<file path="src/hdl/sha_pkg.sv">
// Package: SHA-256 constants, types and round functions.
package sha_pkg;

    localparam int unsigned WordW  = 32;
    localparam int unsigned Rounds = 64;

    typedef logic [WordW-1:0] t_word;

    typedef enum logic [2:0] {
        ST_IDLE,
        ST_LOAD,
        ST_ROUND,
        ST_ADD,
        ST_EMIT
    } t_state;

    // Controller to datapath commands.
    typedef struct packed {
        logic       absorb;     // write input byte into the word buffer
        logic       pad_byte;   // write a padding byte at the fill position
        logic       len_word;   // write length words into words 14 and 15
        logic       init_work;  // copy chain into working registers
        logic       round;      // one compression round
        logic       add_chain;  // fold working registers into chain
        logic       reset_msg;  // restore initial chain, clear counts
        logic       emit_shift; // rotate chain for output
        logic [7:0] pad_value;
    } t_cmd;

    // Datapath to controller status.
    typedef struct packed {
        logic [5:0] fill;
        logic       block_full;
    } t_stat;

    function automatic t_word ror(input t_word x, input int unsigned n);
        ror = (x >> n) | (x << (WordW - n));
    endfunction

    function automatic t_word round_k(input logic [5:0] i);
        t_word k [0:63];
        k = '{
            32'h428a2f98, 32'h71374491, 32'hb5c0fbcf, 32'he9b5dba5,
            32'h3956c25b, 32'h59f111f1, 32'h923f82a4, 32'hab1c5ed5,
            32'hd807aa98, 32'h12835b01, 32'h243185be, 32'h550c7dc3,
            32'h72be5d74, 32'h80deb1fe, 32'h9bdc06a7, 32'hc19bf174,
            32'he49b69c1, 32'hefbe4786, 32'h0fc19dc6, 32'h240ca1cc,
            32'h2de92c6f, 32'h4a7484aa, 32'h5cb0a9dc, 32'h76f988da,
            32'h983e5152, 32'ha831c66d, 32'hb00327c8, 32'hbf597fc7,
            32'hc6e00bf3, 32'hd5a79147, 32'h06ca6351, 32'h14292967,
            32'h27b70a85, 32'h2e1b2138, 32'h4d2c6dfc, 32'h53380d13,
            32'h650a7354, 32'h766a0abb, 32'h81c2c92e, 32'h92722c85,
            32'ha2bfe8a1, 32'ha81a664b, 32'hc24b8b70, 32'hc76c51a3,
            32'hd192e819, 32'hd6990624, 32'hf40e3585, 32'h106aa070,
            32'h19a4c116, 32'h1e376c08, 32'h2748774c, 32'h34b0bcb5,
            32'h391c0cb3, 32'h4ed8aa4a, 32'h5b9cca4f, 32'h682e6ff3,
            32'h748f82ee, 32'h78a5636f, 32'h84c87814, 32'h8cc70208,
            32'h90befffa, 32'ha4506ceb, 32'hbef9a3f7, 32'hc67178f2};
        round_k = k[i];
    endfunction

    function automatic t_word init_h(input logic [2:0] i);
        t_word h [0:7];
        h = '{32'h6a09e667, 32'hbb67ae85, 32'h3c6ef372, 32'ha54ff53a,
              32'h510e527f, 32'h9b05688c, 32'h1f83d9ab, 32'h5be0cd19};
        init_h = h[i];
    endfunction

    localparam logic [7:0] PadMark = 8'h80;
    localparam logic [5:0] LenPos  = 6'd56;

endpackage

</file>
<file path="src/hdl/sha_if.sv">
// Valid/ready channel interfaces for input beats and digest beats.
interface sha_in_if;
    logic       valid;
    logic       ready;
    logic       action;
    logic [7:0] data_byte;
    modport source (output valid, action, data_byte, input ready);
    modport sink (input valid, action, data_byte, output ready);
endinterface

interface sha_out_if;
    logic        valid;
    logic        ready;
    logic [31:0] digest_word;
    logic        digest_last;
    modport source (output valid, digest_word, digest_last, input ready);
    modport sink (input valid, digest_word, digest_last, output ready);
endinterface

</file>
<file path="src/hdl/sha_datapath.sv">
// Datapath: block buffer, message schedule, round logic and chain words.
module sha_datapath
    import sha_pkg::*;
(
    input  logic        i_clk,
    input  logic        i_rst_n,
    input  t_cmd        i_cmd,
    input  logic [7:0]  i_byte,
    input  logic [5:0]  i_round,
    output t_stat       o_stat,
    output t_word       o_chain0
);

    t_word      r_w [0:15];
    t_word      r_h [0:7];
    t_word      r_v [0:7];
    logic [5:0] r_fill;
    logic [63:0] r_bits;

    logic [7:0] wr_byte;
    logic       wr_en;
    t_word      w_new, t1, t2, w_cur;

    assign wr_en   = i_cmd.absorb | i_cmd.pad_byte;
    assign wr_byte = i_cmd.absorb ? i_byte : i_cmd.pad_value;
    assign w_cur   = r_w[0];

    // Schedule extension: next word from the 16-word window
    always_comb begin
        w_new = r_w[0] + (ror(r_w[1], 7) ^ ror(r_w[1], 18) ^ (r_w[1] >> 3))
              + r_w[9] + (ror(r_w[14], 17) ^ ror(r_w[14], 19) ^ (r_w[14] >> 10));
    end

    // Round function
    always_comb begin
        t1 = r_v[7] + (ror(r_v[4], 6) ^ ror(r_v[4], 11) ^ ror(r_v[4], 25))
           + ((r_v[4] & r_v[5]) ^ (~r_v[4] & r_v[6])) + round_k(i_round) + w_cur;
        t2 = (ror(r_v[0], 2) ^ ror(r_v[0], 13) ^ ror(r_v[0], 22))
           + ((r_v[0] & r_v[1]) ^ (r_v[0] & r_v[2]) ^ (r_v[1] & r_v[2]));
    end

    // Block buffer and schedule window
    always_ff @(posedge i_clk) begin
        if (wr_en) begin
            case (r_fill[1:0])
                2'd0:    r_w[r_fill[5:2]][31:24] <= wr_byte;
                2'd1:    r_w[r_fill[5:2]][23:16] <= wr_byte;
                2'd2:    r_w[r_fill[5:2]][15:8]  <= wr_byte;
                default: r_w[r_fill[5:2]][7:0]   <= wr_byte;
            endcase
        end else if (i_cmd.len_word) begin
            r_w[14] <= r_bits[63:32];
            r_w[15] <= r_bits[31:0];
        end else if (i_cmd.round) begin
            for (int i = 0; i < 15; i++) r_w[i] <= r_w[i+1];
            r_w[15] <= w_new;
        end
    end

    // Working variables
    always_ff @(posedge i_clk) begin
        if (i_cmd.init_work) begin
            for (int i = 0; i < 8; i++) r_v[i] <= r_h[i];
        end else if (i_cmd.round) begin
            r_v[7] <= r_v[6]; r_v[6] <= r_v[5]; r_v[5] <= r_v[4];
            r_v[4] <= r_v[3] + t1;
            r_v[3] <= r_v[2]; r_v[2] <= r_v[1]; r_v[1] <= r_v[0];
            r_v[0] <= t1 + t2;
        end
    end

    // Chain words, fill count and bit length
    always_ff @(posedge i_clk) begin
        if (!i_rst_n || i_cmd.reset_msg) begin
            for (int i = 0; i < 8; i++) r_h[i] <= init_h(3'(i));
            r_fill <= '0;
            r_bits <= '0;
        end else begin
            if (i_cmd.add_chain) begin
                for (int i = 0; i < 8; i++) r_h[i] <= r_h[i] + r_v[i];
            end else if (i_cmd.emit_shift) begin
                for (int i = 0; i < 7; i++) r_h[i] <= r_h[i+1];
                r_h[7] <= r_h[0];
            end
            if (wr_en) r_fill <= r_fill + 6'd1;
            if (i_cmd.absorb) r_bits <= r_bits + 64'd8;
        end
    end

    assign o_stat.fill       = r_fill;
    assign o_stat.block_full = i_cmd.absorb && (r_fill == 6'd63);
    assign o_chain0          = r_h[0];

endmodule

</file>
<file path="src/hdl/sha_ctrl.sv">
// Controller: sequences absorb, padding, compression and digest output.
module sha_ctrl
    import sha_pkg::*;
(
    input  logic        i_clk,
    input  logic        i_rst_n,
    input  logic        i_in_valid,
    input  logic        i_action,
    output logic        o_in_ready,
    output logic        o_out_valid,
    output logic        o_out_last,
    input  logic        i_out_ready,
    input  t_stat       i_stat,
    output t_cmd        o_cmd,
    output logic [5:0]  o_round
);

    t_state     r_state, n_state;
    logic [5:0] r_cnt, n_cnt;
    logic       r_fin, n_fin;     // finishing: padding in progress
    logic       r_mark, n_mark;   // 0x80 already written
    logic       r_last, n_last;   // this compression is the final one

    always_ff @(posedge i_clk) begin
        if (!i_rst_n) begin
            r_state <= ST_IDLE;
            r_cnt   <= '0;
            r_fin   <= 1'b0;
            r_mark  <= 1'b0;
            r_last  <= 1'b0;
        end else begin
            r_state <= n_state;
            r_cnt   <= n_cnt;
            r_fin   <= n_fin;
            r_mark  <= n_mark;
            r_last  <= n_last;
        end
    end

    // Next state and commands
    always_comb begin
        n_state = r_state;
        n_cnt   = r_cnt;
        n_fin   = r_fin;
        n_mark  = r_mark;
        n_last  = r_last;
        o_cmd   = '0;
        o_in_ready  = 1'b0;
        o_out_valid = 1'b0;
        o_out_last  = 1'b0;
        case (r_state)
            ST_IDLE: begin
                o_in_ready = 1'b1;
                if (i_in_valid) begin
                    if (!i_action) begin
                        o_cmd.absorb = 1'b1;
                        if (i_stat.block_full) begin
                            n_state = ST_LOAD;
                            n_last  = 1'b0;
                        end
                    end else begin
                        n_fin   = 1'b1;
                        n_mark  = 1'b0;
                        n_state = ST_LOAD;
                    end
                end
            end
            ST_LOAD: begin
                if (r_fin) begin
                    // one padding byte per cycle until the block is ready
                    if (!r_mark) begin
                        o_cmd.pad_byte  = 1'b1;
                        o_cmd.pad_value = PadMark;
                        n_mark = 1'b1;
                        if (i_stat.fill == 6'd63) begin
                            n_last = 1'b0;
                            n_state = ST_ROUND;
                            o_cmd.init_work = 1'b1;
                            n_cnt = '0;
                        end
                    end else if (i_stat.fill == LenPos) begin
                        o_cmd.len_word  = 1'b1;
                        o_cmd.init_work = 1'b1;
                        n_last  = 1'b1;
                        n_cnt   = '0;
                        n_state = ST_ROUND;
                    end else begin
                        o_cmd.pad_byte = 1'b1;
                        if (i_stat.fill == 6'd63) begin
                            n_last  = 1'b0;
                            o_cmd.init_work = 1'b1;
                            n_cnt   = '0;
                            n_state = ST_ROUND;
                        end
                    end
                end else begin
                    o_cmd.init_work = 1'b1;
                    n_cnt   = '0;
                    n_state = ST_ROUND;
                end
            end
            ST_ROUND: begin
                o_cmd.round = 1'b1;
                n_cnt = r_cnt + 6'd1;
                if (r_cnt == 6'(Rounds - 1)) n_state = ST_ADD;
            end
            ST_ADD: begin
                o_cmd.add_chain = 1'b1;
                n_cnt = '0;
                if (r_last)       n_state = ST_EMIT;
                else if (r_fin)   n_state = ST_LOAD;
                else              n_state = ST_IDLE;
            end
            ST_EMIT: begin
                o_out_valid = 1'b1;
                o_out_last  = (r_cnt == 6'd7);
                if (i_out_ready) begin
                    o_cmd.emit_shift = 1'b1;
                    n_cnt = r_cnt + 6'd1;
                    if (r_cnt == 6'd7) begin
                        o_cmd.emit_shift = 1'b0;
                        o_cmd.reset_msg  = 1'b1;
                        n_fin   = 1'b0;
                        n_last  = 1'b0;
                        n_cnt   = '0;
                        n_state = ST_IDLE;
                    end
                end
            end
            default: n_state = ST_IDLE;
        endcase
    end

    assign o_round = r_cnt;

endmodule

</file>
<file path="src/hdl/sha256_hasher_core.sv">
// Absorb beats are taken while idle; the 64th byte of a block starts load, 64 rounds and add.
// Finish: one padding byte per cycle, then 64 rounds and one add per compressed block; the
// load shares the cycle of the last padding byte (byte 63) or of the length write (byte 56);
// two blocks when 56 or more bytes are held; then eight digest beats.
// No byte is taken while a block is compressed, so the single round unit sets the absorb rate.
// Synchronous active-low reset restores the initial chain and clears the counts;
// the block buffer is not cleared.
module sha256_hasher_core
    import sha_pkg::*;
(
    input  logic          i_clk,
    input  logic          i_rst_n,
    sha_in_if.sink        i_in,
    sha_out_if.source     o_out
);

    t_cmd       cmd;
    t_stat      stat;
    logic [5:0] round_idx;
    t_word      chain0;

    sha_ctrl u_ctrl (
        .i_clk       (i_clk),
        .i_rst_n     (i_rst_n),
        .i_in_valid  (i_in.valid),
        .i_action    (i_in.action),
        .o_in_ready  (i_in.ready),
        .o_out_valid (o_out.valid),
        .o_out_last  (o_out.digest_last),
        .i_out_ready (o_out.ready),
        .i_stat      (stat),
        .o_cmd       (cmd),
        .o_round     (round_idx)
    );

    sha_datapath u_dp (
        .i_clk    (i_clk),
        .i_rst_n  (i_rst_n),
        .i_cmd    (cmd),
        .i_byte   (i_in.data_byte),
        .i_round  (round_idx),
        .o_stat   (stat),
        .o_chain0 (chain0)
    );

    assign o_out.digest_word = chain0;

endmodule
</file>
<file path="src/flat_wrapper.sv">
// flat-port wrapper written by rule: the top's interface ports become plain ports
module sha256_hasher_core_flat import sha_pkg::*;
  (i_clk, i_rst_n, i_in_valid, i_in_action, i_in_data_byte, i_in_ready, o_out_valid, o_out_digest_word, o_out_digest_last, o_out_ready);
  sha_in_if i_in_i ();
  sha_out_if o_out_i ();
  input  logic i_clk;
  input  logic i_rst_n;
  input wire logic [$bits(i_in_i.valid)-1:0] i_in_valid;
  input wire logic [$bits(i_in_i.action)-1:0] i_in_action;
  input wire logic [$bits(i_in_i.data_byte)-1:0] i_in_data_byte;
  output wire logic [$bits(i_in_i.ready)-1:0] i_in_ready;
  output wire logic [$bits(o_out_i.valid)-1:0] o_out_valid;
  output wire logic [$bits(o_out_i.digest_word)-1:0] o_out_digest_word;
  output wire logic [$bits(o_out_i.digest_last)-1:0] o_out_digest_last;
  input wire logic [$bits(o_out_i.ready)-1:0] o_out_ready;
  assign i_in_i.valid = i_in_valid;
  assign i_in_i.action = i_in_action;
  assign i_in_i.data_byte = i_in_data_byte;
  assign i_in_ready = i_in_i.ready;
  assign o_out_valid = o_out_i.valid;
  assign o_out_digest_word = o_out_i.digest_word;
  assign o_out_digest_last = o_out_i.digest_last;
  assign o_out_i.ready = o_out_ready;
  sha256_hasher_core u_core (.i_clk(i_clk), .i_rst_n(i_rst_n), .i_in(i_in_i), .o_out(o_out_i));
endmodule
</file>
<file path="config.mk">
export PLATFORM = sky130hd
export DESIGN_NAME = sha256_hasher_core_flat
export DESIGN_NICKNAME = d
export VERILOG_FILES = /design/src/hdl/sha_pkg.sv /design/src/hdl/sha_if.sv /design/src/hdl/sha_datapath.sv /design/src/hdl/sha_ctrl.sv /design/src/hdl/sha256_hasher_core.sv /design/src/flat_wrapper.sv
export SDC_FILE = /design/constraint.sdc
export NUM_CORES = 2
export LEC_CHECK = 0
export ABC_CLOCK_PERIOD_IN_PS = 9000
export BUFFER_PORTS_ARGS = -buffer_cell sky130_fd_sc_hd__clkbuf_2
export CORE_MARGIN = 4
export CORE_UTILIZATION = 51
export CTS_CLUSTER_DIAMETER = 150
export DETAILED_ROUTE_END_ITERATION = 10
export PLACE_DENSITY_LB_ADDON = 0.08
export SYNTH_ARGS = -nofsm -noshare
export SYNTH_HDL_FRONTEND = slang
export SYNTH_SLANG_ARGS = --single-unit
</file>
<file path="constraint.sdc">
create_clock -name i_clk -period 9 [get_ports i_clk]
set_input_delay 1.35 -clock i_clk [delete_from_list [all_inputs] [get_ports i_clk]]
set_output_delay 1.35 -clock i_clk [all_outputs]
set_load 0.05 [all_outputs]
</file>
# ---- After elaboration in Yosys (flattened, before gate mapping)
# Memories as Yosys holds them, arrays and structs flattened.
# Index checks and enable logic that the tools add are counted.
dict set report totals {
  regBits 82
  latchBits 0
  ramBits 1024
  mem_bits_ro 2048
  in_bits 13
  out_inout_bits 35
  word_cells 248
  memories 4
}
# memory words width rd rd_clocked_by_memory_dff write_ports line_no
set mem_list {}
lappend mem_list {{(name not given)} 64 32 1 0 0 sha_pkg.sv:59} ;# round_k = k[i];
lappend mem_list {u_core.u_dp.r_w 16 32 16 0 16 sha_datapath.sv:14} ;# t_word r_w [0:15];
lappend mem_list {u_core.u_dp.r_h 8 32 8 0 8 sha_datapath.sv:15} ;# t_word r_h [0:7];
lappend mem_list {u_core.u_dp.r_v 8 32 8 0 8 sha_datapath.sv:16} ;# t_word r_v [0:7];
dict set report op_classes {
  n_addsub 21
  mul 0
  n_div 0
  n_lt_le_gt_ge 1
  eq_ne 19
  n_shift 0
  mux 125
  n_bitwise 55
  n_reduce_logical 16
}
# operator n
set ops {}
lappend ops {{32-bit two-way mux} 29}
lappend ops {{32-bit adder} 18}
lappend ops {{32-bit bitwise XOR} 9}
lappend ops {{32-bit bitwise AND} 5}
lappend ops {{64-bit by 4-bit adder with 64-bit output, second input constant} 1}
lappend ops {{1-bit two-way mux} 63}
lappend ops {{3-bit two-way mux} 12}
lappend ops {{6-bit two-way mux} 6}
lappend ops {{8-bit two-way mux} 4}
lappend ops {{32-bit inverter} 1}
lappend ops {{10-bit by 32-bit OR with 32-bit output} 1}
lappend ops {{13-bit by 32-bit OR with 32-bit output} 1}
lappend ops {{14-bit by 32-bit OR with 32-bit output} 1}
lappend ops {{15-bit by 32-bit OR with 32-bit output} 1}
lappend ops {{19-bit by 32-bit OR with 32-bit output} 1}
lappend ops {{21-bit by 32-bit OR with 32-bit output} 1}
lappend ops {{25-bit by 32-bit OR with 32-bit output} 1}
lappend ops {{26-bit by 32-bit OR with 32-bit output} 1}
lappend ops {{30-bit by 32-bit OR with 32-bit output} 1}
lappend ops {{7-bit by 32-bit OR with 32-bit output} 1}
lappend ops {{32-bit OR reduction} 1}
lappend ops {{32-bit by 22-bit bitwise XOR with 32-bit output} 1}
lappend ops {{32-bit by 29-bit bitwise XOR with 32-bit output} 1}
lappend ops {{1-bit OR} 27}
lappend ops {{32 further kinds} 49}

# ---- Depth between registers and ports, before layout
dict set report logic_depth {
  ltp_word 12
  depth_mapped 40
  mapped_depth_nobuf 38
}

# ---- Modules after synthesis
# From an unflattened synthesis, not the netlist that was laid out.
dict set report unflattened {
  hier_cells 7935
  hier_area_um2 74362.6
}
# module instances cells_each area_each_um2 seq_area_each_um2
set modules_own_cells {}
lappend modules_own_cells {sha_datapath 1 7803 73310.3 32090.8}
lappend modules_own_cells {sha_ctrl 1 132 1052.3 240.2}

# ---- Worst setup path before layout
# No wires, ideal clock.
dict set report synth_timing {
  path_type {reg2reg}
  from {reg u_core.u_ctrl.r_cnt[0], in the netlist u_core.u_ctrl.o_round[0]}
  to {mem u_core.u_dp.r_v[0][30] (netlist bit) (data pin)}
  setup_time_ps 268
  t_arrival_ps 8215
  required_time_ps 8732
  path_slack_ps 517
  stages_incl_launch_ff 36
  n_path_buf 2
  synth_period_minus_slack_ps 8483
  cell_sequence {dfxtp_1 > clkbuf_1 > inv_1 > clkbuf_1 > ha_1 > nor2_1 > nor3_1 > a221o_1 > mux4_2 > fa_1 > inv_1 > fa_1 > inv_1 > ha_1 > or4_1 > and3_1 > a21bo_2 > a211oi_1 > o21bai_1 > a21o_1 > a21o_1 > xor2_1 > inv_1 > fa_1 > inv_1 > ha_1 > or2_2 > o31a_1 > a32oi_1 > o21ai_0 > a41oi_1 > a21oi_1 > or4_1 > a31oi_1 > xor2_1 > o21ai_0}
}
# item line_no
set synth_lines {}
lappend synth_lines {{start, declared} sha_ctrl.sv:19} ;# logic [5:0] r_cnt, n_cnt;
lappend synth_lines {{start signal, assigned} sha_ctrl.sv:33} ;# r_cnt <= n_cnt;
lappend synth_lines {{end, declared} sha_datapath.sv:16}

==> results.toml <==
[sta]
fmax_mhz = 115
slew_headroom_pct = 10.3
tns_ps = 0
grt_setup_unrepaired = "true"
setup_viol = 0
min_period_ps = 8700
tightest_slew_ps = 1330
fin_worst_skew_ps = 80.0
period_share_pct = 96.7
slew_violations = 0
hold_slack_ps = 491
hold_viol_final = 0

[min_path]
hold_class = "register to register"

[yosys]
synth_edf_count = 1024
yosys-top-cells-area = "edfxtp_1, a21o_1, ha_1, nand2_1, fa_1"
ys_warn_count = 0
synth_compound_area_share_pct = 19.4
yosys-mux-area-fraction_pct = 0.821
syn-num-nets = 7930
syn_inst = 7326
synth-seq-area-share_pct = 44.1
syn_avg_cell_area_um2 = 10.0
synth_largest_area_cell = "edfxtp_1"
synthAdderAreaFrac_pct = 12.1
synth_ff_type = "edfxtp_1"
yosys.area_share.xor_xnor_pct = 7.41
ys_seq_elements = 1103
synth_cell_types = 92
async_flop_share_pct = 0
netlist.area_leader.share_pct = 41.9
yosys.area_share.simple_pct = 12.0
synth_top_family_by_area = "compound AO/OA/AOI/OAI gates"
synthesis.area_mm2 = 0.0733

[finish]
area_delta_synth_final_pct = 9.69
design_area_mm2 = 0.0804
nNetsFinal = 7867
final_cell_mix = "nand2_1, edfxtp_1, a21o_1"
fin_util_pct = 56.6
final_common_cell = "nand2_1"
drive_gt1_share_pct = 7.60

[global_route]
grt_overflow = 0
top_usage_layer = "met2"
grt_pass1_wl_mm = 394
grt_use_met3_pct = 5.40
met1_usage_pct = 46.2
grt_max_degree = 204
grt_usage_pct = 35.6
grtUsageMet2_pct = 57.2
antenna_found_initial = 2
grt_pass1_vias = 55691

[clock_network]
post-cts-setup-buffers = 0
cts_tree = "done"
clk_latency_ps = 810
cts_buffers = 131
cts_root_buffer = "clkbuf_16"
clk_path_buf_depth = 3
h-tree-depth = 4
clk_pin_slew_ps = 60
numClockSinks = 1103
post_cts_resized = 0
hold_buffers = 0

[setup_path]
crit-reg2reg-launch = "u_core.u_ctrl.o_round[0]"
regToRegSetupSlack_ps = 300
required_ps = 9500
path_class = "register to register"
crit_path_top_delay_cell = "fa_1"
crit-reg2reg-capture = "u_core.u_dp.r_v[0][30]"
startpoint = "u_core.u_ctrl.o_round[0]"
path_delay_family = "compound AO/OA/AOI/OAI gates"
worst_ep_arrival_time_ps = 9200
cp.depth = 39
cp_max_fo = 6
critical_path.max_stage_delay_ps = 570
path_buf_inv = 8
startpoint_type = "register"
worst-r2r-cell-count = 39
setup.worst_path.end = "u_core.u_dp.r_v[0][30]"
cp-end-kind = "register"
cp_common_cell = "inv_1"

[placement]
io_buffers = 47
gp_congestion = 1.03
post_dp_cell_area_mm2 = 0.0759
dpl.hpwl_mm = 204

[flow_run]
maxCapViolCount = 0

[route]
drt_first_iter_violations = 6711
wl_mm = 274
wl_per_cell_um = 29.6
vias = 58262
drtPass1Iterations = 8
ant_nets = 0
viasPerCell = 6.29
drc = 0

[run_status]
outcome = "completed"

[floorplanning]
start_util_pct = 51.6
io-pin-count = 48
chipWidth_um = 387
core-area_mm2 = 0.142
die_y_um = 387
num_rows = 138
fp.dieArea_mm2 = 0.150
==> metrics by stage <==
stage / setup WS [ps] / cells
detailed placement: 56.6 / 9020
global route: -37.3 / 9264
floorplan: 517 / 7326
global placement: 127 / 9020
CTS: 58.9 / 9263
finish: 300 / 9266
==> flip-flops by register name, indices dropped and copies added (netlist names) <==
register,count
u_core.u_dp.r_v,256
u_core.u_dp.r_h,256
u_core.u_ctrl.r_state,3
u_core.u_ctrl.r_last,1
u_core.u_dp.r_fill,6
u_core.u_dp.r_bits,61
u_core.u_dp.r_w,512
u_core.u_ctrl.o_round,6
u_core.u_ctrl.r_fin,1
u_core.u_ctrl.r_mark,1
==> worst min-delay path by stage <==
stage	start	end	depth (start not counted)
6_report	u_core.u_dp.r_w[13][29]	u_core.u_dp.r_w[12][29]	1
5_1_grt	u_core.u_dp.r_w[13][29]	u_core.u_dp.r_w[12][29]	1
4_1_cts	u_core.u_dp.r_w[13][29]	u_core.u_dp.r_w[12][29]	1
3_3_place_gp	u_core.u_ctrl.r_last	u_core.u_ctrl.r_state[2]	2
3_5_place_dp	u_core.u_ctrl.r_last	u_core.u_ctrl.r_state[2]	2
2_1_floorplan	u_core.u_ctrl.r_last	u_core.u_ctrl.r_state[2]	2
==> worst register-to-register path, delay by kind of cell (launching register included) <==
family | cells | cell delay (ps)
xor gates and xnor gates | 2 | 330
buffers and inverters | 8 | 900
DFF | 1 | 370
adders and majority gates | 6 | 2400
AOI/OAI and AO/OA | 17 | 3070
and+or+nand+nor | 6 | 1410
==> logic make-up (layout without fill, tap and decap cells) <==
kind of cell               Yosys count  count (layout)
AOI/OAI and AO/OA                 2186            2186
and+or+nand+nor                   2002            2002
DFF                               1103            1103
buffers and inverters              770             817
xor gates and xnor gates           619             619
adders and majority gates          595             595
muxes                               51              51
other                                0               3
==> area by class of cell <==
class | instances | area (µm²)
inverter | 325 | 1220
timing repair buffer | 249 | 1890
multi-input combinational | 5453 | 38200
antenna | 3 | 7.51
clock inverter | 88 | 1010
fill | 12432 | 61700
clock buffer | 155 | 3410
sequential | 1103 | 32300
tap | 1890 | 2360
==> routing by layer <==
metal / share of wire, % / up-vias
li1: - / 26153
met1: 40 / 28915
met2: 46 / 2579
met3: 7.0 / 613
met4: 6.9 / 2
met5: 0.0047 / -
==> synthesized netlist by cell type (34+ instances only) <==
master       n
nand4_1     39
o211ai_1    49
nand2b_1    64
a21o_1     662
o21a_1      49
a221o_1     42
inv_1      322
ha_1       396
or3_1       44
xor2_1     228
buf_4       34
o21bai_1    35
xnor2_1    390
o21ai_0    489
nand2_1   1054
nor3_1      82
a21oi_1    507
edfxtp_1  1024
fa_1       195
clkbuf_1   371
nor2b_1     47
and3_1      37
buf_1       37
a31oi_1     41
nand3_1    106
nor2_1     407
o31ai_1     40
a211oi_1    55
dfxtp_1     79
Power is left out: the tool's default activity adds up to more than one toggle a clock period on the data nets, which glitch-free logic cannot reach.
